`src/iirbq_ram.sv`:
```
// ---------------------------------------------------------------------------
// iirbq_ram
// Generic single-write, single-read RAM with registered read data.
// ---------------------------------------------------------------------------
`default_nettype none

module iirbq_ram #(
  parameter int unsigned WIDTH = 32,
  parameter int unsigned DEPTH = 33
) (
  input  wire logic                                   clk_i,
  input  wire logic                                   we_i,
  input  wire logic [(DEPTH > 1 ? $clog2(DEPTH) : 1)-1:0] waddr_i,
  input  wire logic [WIDTH-1:0]                       wdata_i,
  input  wire logic [(DEPTH > 1 ? $clog2(DEPTH) : 1)-1:0] raddr_i,
  output logic      [WIDTH-1:0]                       rdata_o
);

  logic [WIDTH-1:0] mem_q [DEPTH];

  always_ff @(posedge clk_i) begin
    if (we_i) begin
      mem_q[waddr_i] <= wdata_i;
    end
    rdata_o <= mem_q[raddr_i];
  end

endmodule

`default_nettype wire

```
`config.mk`:
```
export PLATFORM = sky130hd
export DESIGN_NAME = iirbq_ram
export DESIGN_NICKNAME = d
export VERILOG_FILES = /design/src/iirbq_ram.sv
export SDC_FILE = /design/constraint.sdc
export NUM_CORES = 1
export LEC_CHECK = 0
export BUFFER_PORTS_ARGS = -buffer_cell sky130_fd_sc_hd__buf_2
export CORE_UTILIZATION = 35
export CTS_CLUSTER_SIZE = 40
export DETAILED_ROUTE_END_ITERATION = 16
export HOLD_SLACK_MARGIN = 0.02
export MAX_ROUTING_LAYER = met4
export PLACE_DENSITY_LB_ADDON = 0.12
export RECOVER_POWER = 25
export SLEW_MARGIN = 15
export SYNTH_ARGS = -nofsm -noshare
export SYNTH_HDL_FRONTEND = slang
export SYNTH_SLANG_ARGS = --single-unit
```
`constraint.sdc`:
```
create_clock -name clk_i -period 3.27 [get_ports clk_i]
set_input_delay 0.327 -clock clk_i [delete_from_list [all_inputs] [get_ports clk_i]]
set_output_delay 0.327 -clock clk_i [all_outputs]
set_load 0.02 [all_outputs]
```
==> qor.txt <==
Actual slew at the worst max-slew pin - 1.422 ns
Top FF cell, synth - edfxtp_1
Netlist cell types - 27
Mean Syn Cell Area - 18.93 sq um
Post-route minimum period - 1.908 ns
Syn Nets - 2253
Compound-gate portion of the synthesized area - 0.07476
Crit Path Class - input pin to register
Area of the multi-input gates - 0.008917 sq mm
# setup viols final - 0
Die W - 347.5 um
Initial DRC Count - 1666
Worst-skew pair later-pin latency - 0.69 ns
Fmax - 524.2 MHz
Unrepaired setup endpoints after global routing - false
WP data arrival - 2.47 ns
Most frequent cells in the layout - 1056 x edfxtp_1, 512 x mux2i_1, 128 x a22oi_1
Layout cell share with drive strength beyond 1 - 0.1719
DRC Markers - 0
CTS root buf - clkbuf_16
Number of buffers added on ports - 77
Fill count - 10.45k
Fraction of registers with async set/reset - 0
Postcts setup bufs - 0
# IOs - 78
Final net count - 2442
Clock buffer depth - 3
Max_cap viols - 0
Core area - 0.1182 sq mm
Final Hold Vio Count - 0
Worst setup SP type - input pin
Clk pin slew, worst setup/hold paths - 0.06 ns
Hold Crit Class - input pin to register
Synth warn - 0
Full die area - 0.1207 sq mm
Max FO, Critical Path - 53
Vias in the first global route - 22.09k
P_int - 23.52 mW
Final Skew - 0.02521 ns
CP Data Required Time - 3.83 ns
DPL Wire Length - 66.59 mm
Crit. End Element - register
Setup TNS - 0 ns
DRT antenna net count - 0
Drt pass-1 iters - 7
Cell depth of the worst hold path - 1
CTS tree - yes
Max-slew violations - 0
Comb power frac - 0.050
Placer congestion estimate - 0.7736
CTS H-tree lvls - 3
Layout area overhead - 16.66%
Cells on worst reg2reg path - 5
GR Overflow Total - 0
Clock network fraction of design power - 0.431
Vias post-DR - 21.54k
Simple-gate share of the synthesized area - 0.009314
GR Util met3 - 0.02784
P per Cell Area - 610.9 mW/mm^2
Sw power - 6.256 mW
Most common cell after layout, fill and taps aside - edfxtp_1
# resized after CTS - 0
Worst rel slew slack - 0.05223
Seq pwr share - 0.520
Seq. cell area - 0.03235 sq mm
Synth Register Bits - 1088
Row cnt - 126
Initial Util - 0.3533
Outcome - finished, final reports clean
Post-synthesis sequential area ratio - 0.7744
Post-synth EDFFs - 1056
Largest family of logic cells by synthesized area - multiplexers
# clock sinks - 1088
Placed cell areas - 0.04503 sq mm
CP Cell Sequence - buf_8 > buf_12 > mux2i_1 > a22o_1 > a221oi_1 > o22ai_1 > o41ai_2
First-pass GRT wire length - 168.5 mm
CTS buffer count - 114
Mapped Area - 0.04178 sq mm
Mux cell area share after synthesis - 0.1227
Antenna violations before repair - 5
Synthesized-area fraction occupied by adder cells - 0
Die Y - 347.5 um
Worst vdd ir - 0.0004202 V
Cells after Synth - 2207
Tot GR Track Use - 0.2024
Met1 GRT Util - 0.2685
Post-synthesis xor/xnor area fraction - 0
CP peak stage delay - 0.45 ns
Layer with the highest usage - met2
Fin crit share - 0.5834
Global Route met2 Usage - 0.3302
Design area - 0.04874 sq mm
Total Wirelength - 118.7 mm
DR WL/cell - 29.46 um
Leak - 16.70 nW
Largest net degree at the start of global routing - 66
Net Sw Frac - 0.2101
Vias per Instance - 5.342
Hold buffer count at cts - 0
CP max stage cell - o41ai_2
==> metrics by stage <==
step	util	power, mW	std cells	hold WS [ns]	setup slack, ns
3_3_place_gp	0.3809	17.24	3816	0.4282	0.6295
4_1_cts	0.4123	30.07	4026	0.09436	1.356
6_report	0.4122	29.77	4031	0.1746	1.362
5_1_grt	0.4121	30.68	4029	0.1858	1.217
3_5_place_dp	0.3809	17.26	3816	0.4299	0.6217
2_1_floorplan	-	16.59	2207	0.4184	0.6325
==> cell families after synthesis <==
group                  count (synthesis)
DFF                                 1088
muxes                                512
AOI/OAI and AO/OA                    384
buffers and inverters                133
and+or+nand+nor                       90
==> worst max-delay path, delay by kind of cell <==
kind,cells,cell delay [ns]
buffers and inverters,2,0.68
AO/OA/AOI/OAI,4,1.23
multiplexers,1,0.14
==> synth_stat cells (6+ instances only) <==
master | instances | share of area
edfxtp_1 | 1056 | 0.76
mux2i_1 | 512 | 0.12
a22oi_1 | 128 | 0.023
a21oi_1 | 64 | 0.0077
a221oi_1 | 64 | 0.013
a22o_1 | 64 | 0.013
clkbuf_1 | 55 | 0.0049
nand2_1 | 36 | 0.0032
nor2_1 | 36 | 0.0032
dfxtp_1 | 32 | 0.015
o22ai_1 | 32 | 0.0048
o41ai_2 | 32 | 0.012
buf_4 | 23 | 0.0041
buf_1 | 17 | 0.0015
buf_2 | 14 | 0.0017
buf_6 | 10 | 0.0027
clkbuf_4 | 7 | 0.0013
buf_8 | 6 | 0.0022
==> power by group through the flow <==
stage / Sequential [mW] / Combinational, mW / Clock [mW]
floorplan: 15.8 / 0.801 / 0
global placement: 15.8 / 1.48 / 0
detailed placement: 15.8 / 1.50 / 0
CTS: 15.5 / 1.50 / 13.1
global route: 15.5 / 1.59 / 13.6
finish: 15.5 / 1.48 / 12.8
==> cell type report <==
class                   count  area share
diodes                      5   0.0002567
well taps                1536     0.03943
multi-input cells         986      0.1830
clock inverters            45    0.009268
clock buffers             165     0.06706
flip-flops and latches   1088      0.6638
repair buffers            206     0.03723
==> per-layer routing <==
metal	routed length [um]	up-vias	share of wire
met5	0	-	0
met4	2131	0	0.018
met3	4582	147	0.039
met2	58220	473	0.49
met1	53810	11486	0.45
li1	-	9429	-
==> registers in the layout (all words and copies together), names as in the netlist <==
| register | count |
|---|---|
| mem_q | 1056 |
| rdata_o | 32 |
==> final timing paths <==
| kind | endpoint | slack, ns | start |
|---|---|---|---|
| setup reg to reg | rdata_o[20] | 1.53 | mem_q[0][20] |
| hold / removal | mem_q[8][27] | 0.17 | wdata_i[27] |
| setup / recovery | rdata_o[20] | 1.36 | raddr_i[0] |
| hold reg to reg | rdata_o[27] | 0.43 | mem_q[32][27] |
Note: power is estimated with default switching activity, not from simulation.
